### src/rtl/core/cks_pkg.sv
package cks_pkg;

    localparam int DataW = 16;
    localparam int AccW  = 17;
    localparam int ModeW = 3;
    localparam int IdxW  = 2;

    // Algorithm codes
    localparam logic [ModeW-1:0] MODE_FOLD   = 3'd0;
    localparam logic [ModeW-1:0] MODE_XOR    = 3'd1;
    localparam logic [ModeW-1:0] MODE_CMPL   = 3'd2;
    localparam logic [ModeW-1:0] MODE_BYTE   = 3'd3;
    localparam logic [ModeW-1:0] MODE_NEG    = 3'd4;
    localparam logic [ModeW-1:0] MODE_SUB    = 3'd5;
    localparam logic [ModeW-1:0] MODE_SHIFT  = 3'd6;
    localparam logic [ModeW-1:0] MODE_UNUSED = 3'd7;

    // Register indexes
    localparam logic [IdxW-1:0] REG_ALGORITHM = 2'd0;
    localparam logic [IdxW-1:0] REG_SEED      = 2'd1;

    localparam logic [DataW-1:0] ALL_ONES = 16'hFFFF;

    typedef struct packed {
        logic [ModeW-1:0] mode;
        logic [DataW-1:0] seed;
    } t_cfg;

    typedef struct packed {
        logic             valid;
        logic [DataW-1:0] data;
        logic             last;
    } t_elem;

endpackage

### src/rtl/core/cks_in_if.sv
interface cks_in_if;
    import cks_pkg::*;

    logic             valid;
    logic             ready;
    logic [DataW-1:0] data;
    logic             last;

    modport source (output valid, output data, output last, input ready);
    modport sink   (input valid, input data, input last, output ready);
endinterface

### src/rtl/core/cks_out_if.sv
interface cks_out_if;
    import cks_pkg::*;

    logic             valid;
    logic             ready;
    logic [DataW-1:0] sum_result;
    logic [DataW-1:0] aux_result;

    modport source (output valid, output sum_result, output aux_result, input ready);
    modport sink   (input valid, input sum_result, input aux_result, output ready);
endinterface

### src/rtl/core/cks_cfg.sv
module cks_cfg
    import cks_pkg::*;
(
    input  logic             i_clk,
    input  logic             i_rst_n,
    input  logic             i_cfg_we,
    input  logic [IdxW-1:0]  i_cfg_idx,
    input  logic [DataW-1:0] i_cfg_wdata,
    output t_cfg             o_cfg
);

    logic [ModeW-1:0] r_algorithm;
    logic [DataW-1:0] r_seed;

    always_ff @(posedge i_clk) begin
        if (!i_rst_n) begin
            r_algorithm <= MODE_FOLD;
            r_seed      <= '0;
        end else if (i_cfg_we) begin
            case (i_cfg_idx)
                REG_ALGORITHM: r_algorithm <= i_cfg_wdata[ModeW-1:0];
                REG_SEED:      r_seed      <= i_cfg_wdata;
                default: ;
            endcase
        end
    end

    // unused code 7 runs as the fold sum
    always_comb begin
        o_cfg.mode = (r_algorithm == MODE_UNUSED) ? MODE_FOLD : r_algorithm;
        o_cfg.seed = r_seed;
    end

endmodule

### src/rtl/core/cks_in_reg.sv
module cks_in_reg
    import cks_pkg::*;
(
    input  logic  i_clk,
    input  logic  i_rst_n,
    cks_in_if.sink i_in,
    input  logic  i_adv,
    output t_elem o_elem
);

    logic             r_valid;
    logic [DataW-1:0] r_data;
    logic             r_last;
    logic             w_take;

    assign i_in.ready = !r_valid || i_adv;
    assign w_take     = i_in.valid && i_in.ready;

    always_ff @(posedge i_clk) begin
        if (!i_rst_n) begin
            r_valid <= 1'b0;
        end else if (w_take) begin
            r_valid <= 1'b1;
        end else if (i_adv) begin
            r_valid <= 1'b0;
        end
    end

    always_ff @(posedge i_clk) begin
        if (w_take) begin
            r_data <= i_in.data;
            r_last <= i_in.last;
        end
    end

    assign o_elem.valid = r_valid;
    assign o_elem.data  = r_data;
    assign o_elem.last  = r_last;

endmodule

### src/rtl/core/cks_core.sv
module cks_core
    import cks_pkg::*;
(
    input  logic     i_clk,
    input  logic     i_rst_n,
    input  t_cfg     i_cfg,
    input  t_elem    i_elem,
    output logic     o_adv,
    cks_out_if.source o_out
);

    logic [AccW-1:0]  r_acc;
    logic [DataW-1:0] r_xacc;
    logic             r_started;
    logic             r_out_valid;
    logic [DataW-1:0] r_sum;
    logic [DataW-1:0] r_aux;

    logic [AccW-1:0]  n_acc;
    logic [DataW-1:0] n_xacc;
    logic [DataW-1:0] n_sum;
    logic [DataW-1:0] n_aux;

    logic             w_first;
    logic [AccW-1:0]  w_base;
    logic [DataW-1:0] w_base16;
    logic [DataW-1:0] w_xbase;
    logic [AccW-1:0]  w_fold;
    logic [AccW-1:0]  w_shl;
    logic [DataW-1:0] w_shf;
    logic [7:0]       w_byte;
    logic [7:0]       w_low;

    assign o_adv = i_elem.valid && (!r_out_valid || o_out.ready);

    always_comb begin
        w_first  = !r_started;
        w_base   = w_first ? {1'b0, i_cfg.seed} : r_acc;
        w_base16 = w_base[DataW-1:0];
        w_xbase  = w_first ? i_cfg.seed : r_xacc;
        w_byte   = i_elem.data[7:0];
        // end-around fold before the add
        w_fold   = (w_base > {1'b0, ALL_ONES}) ? (w_base - {1'b0, ALL_ONES}) : w_base;
        // shift-and-fold, skipped on the first element
        w_shl    = w_first ? {1'b0, w_base16} : {w_base16, 1'b0};
        w_shf    = (w_shl > {1'b0, ALL_ONES}) ? DataW'(w_shl - {1'b0, ALL_ONES})
                                              : w_shl[DataW-1:0];
        w_low    = w_shf[7:0] + w_byte;

        n_xacc = w_xbase;
        case (i_cfg.mode)
            MODE_FOLD:  n_acc = w_fold + {1'b0, i_elem.data};
            MODE_XOR: begin
                n_acc  = {1'b0, w_base16 + i_elem.data};
                n_xacc = w_xbase ^ i_elem.data;
            end
            MODE_CMPL:  n_acc = {1'b0, w_base16 + i_elem.data};
            MODE_BYTE,
            MODE_NEG:   n_acc = {1'b0, w_base16 + {8'd0, w_byte}};
            MODE_SUB:   n_acc = {1'b0, w_base16 - i_elem.data};
            MODE_SHIFT: n_acc = {1'b0, w_shf[15:8], w_low};
            default:    n_acc = w_fold + {1'b0, i_elem.data};
        endcase

        n_sum = n_acc[DataW-1:0];
        n_aux = '0;
        case (i_cfg.mode)
            MODE_XOR:  n_aux = n_xacc;
            MODE_CMPL: n_aux = ~n_acc[DataW-1:0];
            MODE_NEG:  n_sum = {8'd0, 8'd0 - n_acc[7:0]};
            default: ;
        endcase
    end

    always_ff @(posedge i_clk) begin
        if (!i_rst_n) begin
            r_acc       <= '0;
            r_xacc      <= '0;
            r_started   <= 1'b0;
            r_out_valid <= 1'b0;
        end else begin
            if (o_adv) begin
                r_acc     <= n_acc;
                r_xacc    <= n_xacc;
                r_started <= !i_elem.last;
            end
            if (o_adv && i_elem.last) begin
                r_out_valid <= 1'b1;
            end else if (o_out.ready) begin
                r_out_valid <= 1'b0;
            end
        end
    end

    always_ff @(posedge i_clk) begin
        if (o_adv && i_elem.last) begin
            r_sum <= n_sum;
            r_aux <= n_aux;
        end
    end

    assign o_out.valid      = r_out_valid;
    assign o_out.sum_result = r_sum;
    assign o_out.aux_result = r_aux;

    a_rearm: assert property (@(posedge i_clk) disable iff (!i_rst_n)
        o_adv && i_elem.last |=> !r_started)
        else $error("region did not re-arm after last item");

    a_open: assert property (@(posedge i_clk) disable iff (!i_rst_n)
        o_adv && !i_elem.last |=> r_started)
        else $error("region not marked open after non-last item");

    a_res_src: assert property (@(posedge i_clk) disable iff (!i_rst_n)
        $rose(r_out_valid) |-> $past(o_adv && i_elem.last))
        else $error("result appeared without a last item");

    a_no_adv_full: assert property (@(posedge i_clk) disable iff (!i_rst_n)
        r_out_valid && !o_out.ready |-> !o_adv)
        else $error("item advanced over a held result");

endmodule

### src/rtl/core/multi_mode_additive_checksum.sv
// Channel   Dir  Payload              Accepted when
// i_in      in   data[15:0], last     i_in.valid && i_in.ready
// o_out     out  sum_result, aux_res  o_out.valid && o_out.ready
// i_cfg_*   in   idx[1:0], wdata[15:0] i_cfg_we high
//
// One item per cycle sustained while no result waits on o_out. An item
// sits in the input register, then the accumulator update and result
// formation happen in one combinational pass into the accumulator and
// the result register, which raises o_out.valid for a last item.
// Synchronous active-low reset clears accumulators, region state and
// the result valid; registers reset to fold sum with a zero seed.
// A result waiting on o_out stalls only the input register; i_in.ready
// stays high while that register is empty.
module multi_mode_additive_checksum
    import cks_pkg::*;
(
    input  logic             i_clk,
    input  logic             i_rst_n,
    cks_in_if.sink           i_in,
    cks_out_if.source        o_out,
    input  logic             i_cfg_we,
    input  logic [IdxW-1:0]  i_cfg_idx,
    input  logic [DataW-1:0] i_cfg_wdata
);

    t_cfg  w_cfg;
    t_elem w_elem;
    logic  w_adv;

    // algorithm and seed registers
    cks_cfg u_cfg (
        .i_clk       (i_clk),
        .i_rst_n     (i_rst_n),
        .i_cfg_we    (i_cfg_we),
        .i_cfg_idx   (i_cfg_idx),
        .i_cfg_wdata (i_cfg_wdata),
        .o_cfg       (w_cfg)
    );

    // input register, refilled as its item advances
    cks_in_reg u_in_reg (
        .i_clk   (i_clk),
        .i_rst_n (i_rst_n),
        .i_in    (i_in),
        .i_adv   (w_adv),
        .o_elem  (w_elem)
    );

    // accumulator update and result register
    cks_core u_core (
        .i_clk   (i_clk),
        .i_rst_n (i_rst_n),
        .i_cfg   (w_cfg),
        .i_elem  (w_elem),
        .o_adv   (w_adv),
        .o_out   (o_out)
    );

endmodule

### src/flat_wrapper.sv
// flat-port wrapper written by rule: the top's interface ports become plain ports
module multi_mode_additive_checksum_flat import cks_pkg::*;
  (i_clk, i_rst_n, i_cfg_we, i_cfg_idx, i_cfg_wdata, i_in_valid, i_in_data, i_in_last, i_in_ready, o_out_valid, o_out_sum_result, o_out_aux_result, o_out_ready);
  cks_in_if i_in_i ();
  cks_out_if o_out_i ();
  input  logic i_clk;
  input  logic i_rst_n;
  input  logic i_cfg_we;
  input  logic [IdxW-1:0] i_cfg_idx;
  input  logic [DataW-1:0] i_cfg_wdata;
  input wire logic [$bits(i_in_i.valid)-1:0] i_in_valid;
  input wire logic [$bits(i_in_i.data)-1:0] i_in_data;
  input wire logic [$bits(i_in_i.last)-1:0] i_in_last;
  output wire logic [$bits(i_in_i.ready)-1:0] i_in_ready;
  output wire logic [$bits(o_out_i.valid)-1:0] o_out_valid;
  output wire logic [$bits(o_out_i.sum_result)-1:0] o_out_sum_result;
  output wire logic [$bits(o_out_i.aux_result)-1:0] o_out_aux_result;
  input wire logic [$bits(o_out_i.ready)-1:0] o_out_ready;
  assign i_in_i.valid = i_in_valid;
  assign i_in_i.data = i_in_data;
  assign i_in_i.last = i_in_last;
  assign i_in_ready = i_in_i.ready;
  assign o_out_valid = o_out_i.valid;
  assign o_out_sum_result = o_out_i.sum_result;
  assign o_out_aux_result = o_out_i.aux_result;
  assign o_out_i.ready = o_out_ready;
  multi_mode_additive_checksum u_core (.i_clk(i_clk), .i_rst_n(i_rst_n), .i_in(i_in_i), .o_out(o_out_i), .i_cfg_we(i_cfg_we), .i_cfg_idx(i_cfg_idx), .i_cfg_wdata(i_cfg_wdata));
endmodule
### config.mk
export PLATFORM = sky130hd
export DESIGN_NAME = multi_mode_additive_checksum_flat
export DESIGN_NICKNAME = d
export VERILOG_FILES = /design/src/rtl/core/cks_pkg.sv /design/src/rtl/core/cks_in_if.sv /design/src/rtl/core/cks_out_if.sv /design/src/rtl/core/cks_cfg.sv /design/src/rtl/core/cks_in_reg.sv /design/src/rtl/core/cks_core.sv /design/src/rtl/core/multi_mode_additive_checksum.sv /design/src/flat_wrapper.sv
export SDC_FILE = /design/constraint.sdc
export NUM_CORES = 1
export LEC_CHECK = 0
export BUFFER_PORTS_ARGS = -buffer_cell sky130_fd_sc_hd__buf_2
export CELL_PAD_IN_SITES_DETAIL_PLACEMENT = 2
export CELL_PAD_IN_SITES_GLOBAL_PLACEMENT = 2
export CORE_UTILIZATION = 40
export CTS_BUF_LIST = sky130_fd_sc_hd__clkbuf_8
export CTS_CLUSTER_DIAMETER = 100
export CTS_CLUSTER_SIZE = 40
export DETAILED_ROUTE_END_ITERATION = 8
export GPL_ROUTABILITY_DRIVEN = 0
export PLACE_DENSITY = 0.91
export SETUP_SLACK_MARGIN = 0.3
export SLEW_MARGIN = 0
export SYNTH_ARGS = -nofsm -noshare
export SYNTH_HDL_FRONTEND = slang
export SYNTH_SLANG_ARGS = --single-unit
### constraint.sdc
create_clock -name i_clk -period 11.1 [get_ports i_clk]
set_clock_uncertainty 0.15 [all_clocks]
set_input_delay 0 -clock i_clk [delete_from_list [all_inputs] [get_ports i_clk]]
set_output_delay 0 -clock i_clk [all_outputs]
set_load 0.05 [all_outputs]
### Word-level counts from Yosys, hierarchy flattened

Index checks and enable logic that the tools add are counted.

* eq/ne operators: 8
* bitwise operators: 2
* $add $sub $neg: 8
* magnitude comparators: 2
* reduce and logical (&&, ||, !) cells: 15
* mux-type cells: 14

Operator list (number)
* case mux 17 bit (4 select lines): 1
* two-way mux 17 bit: 3
* two-way mux 16 bit: 3
* > comparator 17 x 16 -> 1 bit (second input constant): 2
* case mux 16 bit (2 select lines): 1
* adder 17 x 16 -> 17 bit: 1
* subtractor 17 x 16 -> 17 bit (second input constant): 1
* adder 16 bit: 1
* adder 16 x 8 -> 16 bit: 1
* NOT 16 bit: 1
* subtractor 16 bit: 1
* subtractor 16 bit (second input constant): 1
* XOR 16 bit: 1
* equality test 3 bit (second input constant): 4
* adder 8 bit: 1
* two-way mux 8 bit: 1
* subtractor 1 x 8 -> 8 bit (first input constant): 1
* equality test 3 x 2 -> 1 bit (second input constant): 2
* two-way mux 1 bit: 4
* AND reduction 2 bit: 2
* nonzero test 2 bit: 2
* OR reduction 2 bit: 2
* equality test 3 x 1 -> 1 bit (second input constant): 1
* logical AND 1 bit: 3
* 5 further kinds: 8

* logic and storage cells: 61
* bits in registers: 104
* input port bits: 40

### Longest topological paths before layout

* depth after elaboration: 8
* mapped depth: 24

### Hierarchy

From an unflattened synthesis, not the netlist that was laid out.

* cells, all modules: 933
* area total of the unflattened synthesis: 7823.8 um2

By module, submodules not included
* cks_core: area each 6458.7 um2, times used 1, cells an instance 825
* cks_cfg: area each 782.0 um2, times used 1, cells an instance 84
* cks_in_reg: area each 583.1 um2, times used 1, cells an instance 24

### Worst setup path after synthesis

Ideal clock, no wire load.

* path type: register to register
* start point: reg u_core.u_core.r_started
* end point: reg u_core.u_core.r_sum[7] (netlist: u_core.u_core.o_out.sum_result[7]), data pin
* arrival time: 5081 ps
* setup time: 261 ps
* cell stages (with the launch flop): 25
* data required time: 10689 ps
* setup slack: 5608 ps
* path buffers: 5
* cells stage by stage: dfxtp_1 > buf_4 > buf_2 > clkbuf_1 > clkbuf_1 > buf_1 > nand2b_1 > nand2_1 > ha_1 > inv_1 > a21oi_1 > or4b_1 > nor4b_4 > o21ai_1 > xor2_1 > a21oi_1 > ha_1 > a21oi_1 > nand2_1 > xor2_1 > a221oi_1 > nand2_1 > and4b_1 > a31oi_1 > xnor2_1

* word-level cells in the longest chain between the ends: 8
* elaborated cells on any way between the ends: 16
* classes of those cells: 8 x add/sub; 2 x order compare; 6 x mux

RTL lines
* start: declaration: RTL line cks_core.sv:14 `logic r_started;`
* start signal: assignment: RTL line cks_core.sv:85 `r_started <= !i_elem.last;`
* branches (longest 5 deep; another with subtractor 17 x 16 -> 17 bit)
* case mux 17 bit (4 select lines) *: RTL line cks_core.sv:51 `case (i_cfg.mode)`
* subtractor 1 x 8 -> 8 bit: RTL line cks_core.sv:70 `MODE_NEG: n_sum = {8'd0, 8'd0 - n_acc[7:0]};`
* two-way mux 8 bit *: RTL line cks_core.sv:67 `case (i_cfg.mode)`
* via u_core.u_core.n_sum[7]: RTL line cks_core.sv:21 `logic [DataW-1:0] n_sum;`
* end signal: assignment: RTL line cks_core.sv:97 `r_sum <= n_sum;`
* end: declaration: RTL line cks_core.sv:16 `logic [DataW-1:0] r_sum;`

Mark *: on every way through the listed nets, which the timed path passes.
A chain may end at the register's enable or synchronous reset.

### Worst setup path after layout

Same ends and word-level chain as after synthesis.

==> flow_summary.toml <==
[outcome]
outcome = "finished, final reports clean"

[critical_path]
worstSetupPathType = "reg -> reg"
worstPathCellList = "buf_4 > nand3_1 > a222oi_1 > nand4_1 > or3_1 > a21oi_2 > mux2_1 > fa_1 > a211oi_1 > o21bai_1 > a21oi_1 > xor2_1 > nor2_1 > a211oi_1 > a31oi_1 > xnor2_1"
critPathLaunchType = "flip-flop"
arrival_ns = 6.42
cpPeakStageDelay_ns = 0.63
slowest_stage = "a222oi_1"
cp_max_fo = 62
path_buf_inv = 1
worstReg2RegStart = "u_core.u_core.r_started$_SDFFE_PN0P_"
crit_path_end_kind = "flip-flop"
cp_top_family = "compound AO/OA/AOI/OAI gates"
crit_path_start = "u_core.u_core.r_started$_SDFFE_PN0P_"
required_ns = 11.10
cp_common_cell = "a211oi_1"

[clock_network]
htree_levels = 3
cts_tree = "yes"
ctsResizeCount = 0
cts_sinks = 104
cts_buffer_depth = 2
clkTransAtPathRegs_ns = 0.11
clk-insertion-delay-late_ns = 0.42
ctsRootBufferMaster = "clkbuf_8"
cts_setup_buffers = 0
cts_buffers = 9

[placed_design]
portBuffers = 73
post-dp-hpwl_mm = 24.3
dpl-instance-area_um2 = 8490

[route]
vias = 8047
firstDrtPassIters = 5
routedWlPerCell_um = 25.9
via_per_inst = 6.17
drt_first_iter_violations = 640
routed_wl_mm = 33.8
drt.antenna.violating_nets = 0
remaining_drc_errors = 0

[cells_and_area]
postLayoutCellArea_um2 = 9070
multi_input_area_um2 = 5050
final_nets = 1123
fillerInstances = 2157
final_util = 0.466
n_antenna_cell = 0
drive_gt1_frac = 0.103
syn2layout_area_growth_pct = 14.5
seq_area_um2 = 2570

[floorplan]
fp.dieW_um = 143
die-area_um2 = 20400
core_um2 = 19500
pin_count = 74
start_util = 0.407
die_height_um = 143
rows = 51

[sta]
finalSetupTns_ns = 0
setup_viol = 0
rsz0062_at_grt = "no"
min_period_over_period = 0.579
worst_pin_slew_ns = 1.29
hold_violations = 0
slew_violations = 0
period_needed_ns = 6.43
max_freq_mhz = 156
relSlewSlack = 0.139

[synth]
synth_area_um2 = 7930
yosys_warnings = 0
syn-instance-count = 951
ys_seq_area_frac = 0.325
synth_cell_type_count = 69
synth_top_area_share = 0.186
synth_common_cells = "nand2_1, nor2_1, a21oi_1"
synth_nets = 1039
synthFlopType = "dfxtp_1"
synth_top_area_cell = "edfxtp_1"
syn_area_per_cell_um2 = 8.33
ys_ff_latch = 104
synth_edf_count = 49
synthArstFlopShare = 0
synth.most_common_cell = "nand2_1"
synth_area_leaders = "edfxtp_1, dfxtp_1, xnor2_1"

[global_routing]
overflow = 0
grt_pass1_wl_mm = 51.5
antenna_found_initial = 0
grt_usage = 0.344
grt_max_degree = 63
first_global_vias = 8778

[hold_path]
hp-start = "i_cfg_we"
min_path_type = "in -> reg"

[power_and_ir_drop]
leakage_nw = 3.72
power_density_nw_per_um2 = 109
ir_drop_mv = 0.0632

[job]
cap_violations = 0
==> cell type report <==
class                   count  share of cell area
clock buffers               9              0.0137
multi-input cells         771               0.557
repair buffers            120              0.0899
flip-flops and latches    104               0.284
well taps                 265              0.0365
inverters                  29              0.0120
clock inverters             7             0.00772
==> routing by layer <==
| layer | part of all wire | GRT usage | up-vias |
|---|---|---|---|
| met5 | 0 | 0 | - |
| li1 | - | - | 3564 |
| met1 | 0.42 | 0.434 | 4063 |
| met3 | 0.080 | 0.0664 | 77 |
| met4 | 0.029 | 0.145 | 0 |
| met2 | 0.47 | 0.571 | 343 |
==> state kept, by name, indices dropped and copies added (netlist names) <==
signal and flops:
u_core.u_core.o_out.valid 1, u_core.u_cfg.r_seed 16, u_core.u_in_reg.r_last 1, u_core.u_core.o_out.sum_result 16
u_core.u_core.o_out.aux_result 16, u_core.u_in_reg.r_data 16, u_core.u_core.r_xacc 16, u_core.u_cfg.r_algorithm 3
u_core.u_core.r_acc 17, u_core.u_in_reg.r_valid 1, u_core.u_core.r_started 1
==> through the flow <==
stage	hold WS, ns	setup WS, ns	cells	total power [W]
after floorplan	-0.0511	5.61	951	0.000628
after detailed placement	0.0298	4.86	1250	0.000717
after global routing	0.0457	4.34	1305	0.00103
final	0.0239	4.67	1305	0.000994
after global placement	0.0273	5.08	1250	0.000701
after CTS	0.0301	4.82	1305	0.000985
==> power breakdown <==
group          switching, W  internal [W]  leakage, nW
Sequential        0.0000279      0.000423        0.903
Clock              0.000156      0.000104       0.0994
Combinational      0.000180      0.000101         2.72
Total              0.000364      0.000629         3.72
==> logic make-up (layout without fill, tap and decap cells) <==
kind of cell	Yosys count	in the layout	share of synthesized area
AOI/OAI and AO/OA	272	272	0.225
xor gates and xnor gates	95	95	0.105
adders and majority gates	48	48	0.0786
buffers and inverters	76	165	0.0385
DFF	104	104	0.325
muxes	16	16	0.0205
and+or+nand+nor	340	340	0.208
==> path summary, 6_finish.rpt <==
path / slack, ns / endpoint / cells past startpoint
hold / removal: 0.02 / u_core.u_cfg.r_algorithm[0]$_SDFFE_PN0P_ / 4
setup reg to reg: 4.67 / u_core.u_core.o_out.sum_result[7]$_DFFE_PP_ / 16
setup / recovery: 4.67 / u_core.u_core.o_out.sum_result[7]$_DFFE_PP_ / 16
hold reg to reg: 0.35 / u_core.u_core.r_acc[16]$_SDFFE_PN0P_ / 2
==> layout by cell type, fill, tap and decap left out, types with 5 or more instances in the layout <==
master	count
nand3b_1	7
dfxtp_1	54
buf_2	73
o22ai_1	7
nor3_1	14
a22oi_1	16
nor2_1	74
a211oi_1	11
clkbuf_8	9
o211a_1	8
o211ai_1	6
a21o_1	16
nor2b_1	18
o21ai_1	7
and2_1	23
edfxtp_1	49
o21a_1	7
nand4_1	6
buf_4	8
ha_1	45
a31oi_1	7
nand2b_1	19
mux2i_1	14
a221oi_1	11
nand2_1	122
xor2_1	25
o21ai_0	50
nand3_1	29
and3_1	6
or3_1	5
dlygate4sd3_1	39
xnor2_1	70
inv_1	29
a21oi_1	71
a21boi_0	22
==> tightest hold or removal path, cell delays in order <==
cell	delay, ns
buf_2	0.12
nor3b_1	0.19
mux2i_1	0.15
nor2b_1	0.10
==> what timing repair did <==
action	CTS	global route
endpoints found under the setup margin	0	0
hold buffers	39	0
endpoints found under the hold margin	38	0
No activity file was read; power rests on OpenSTA's default activity.
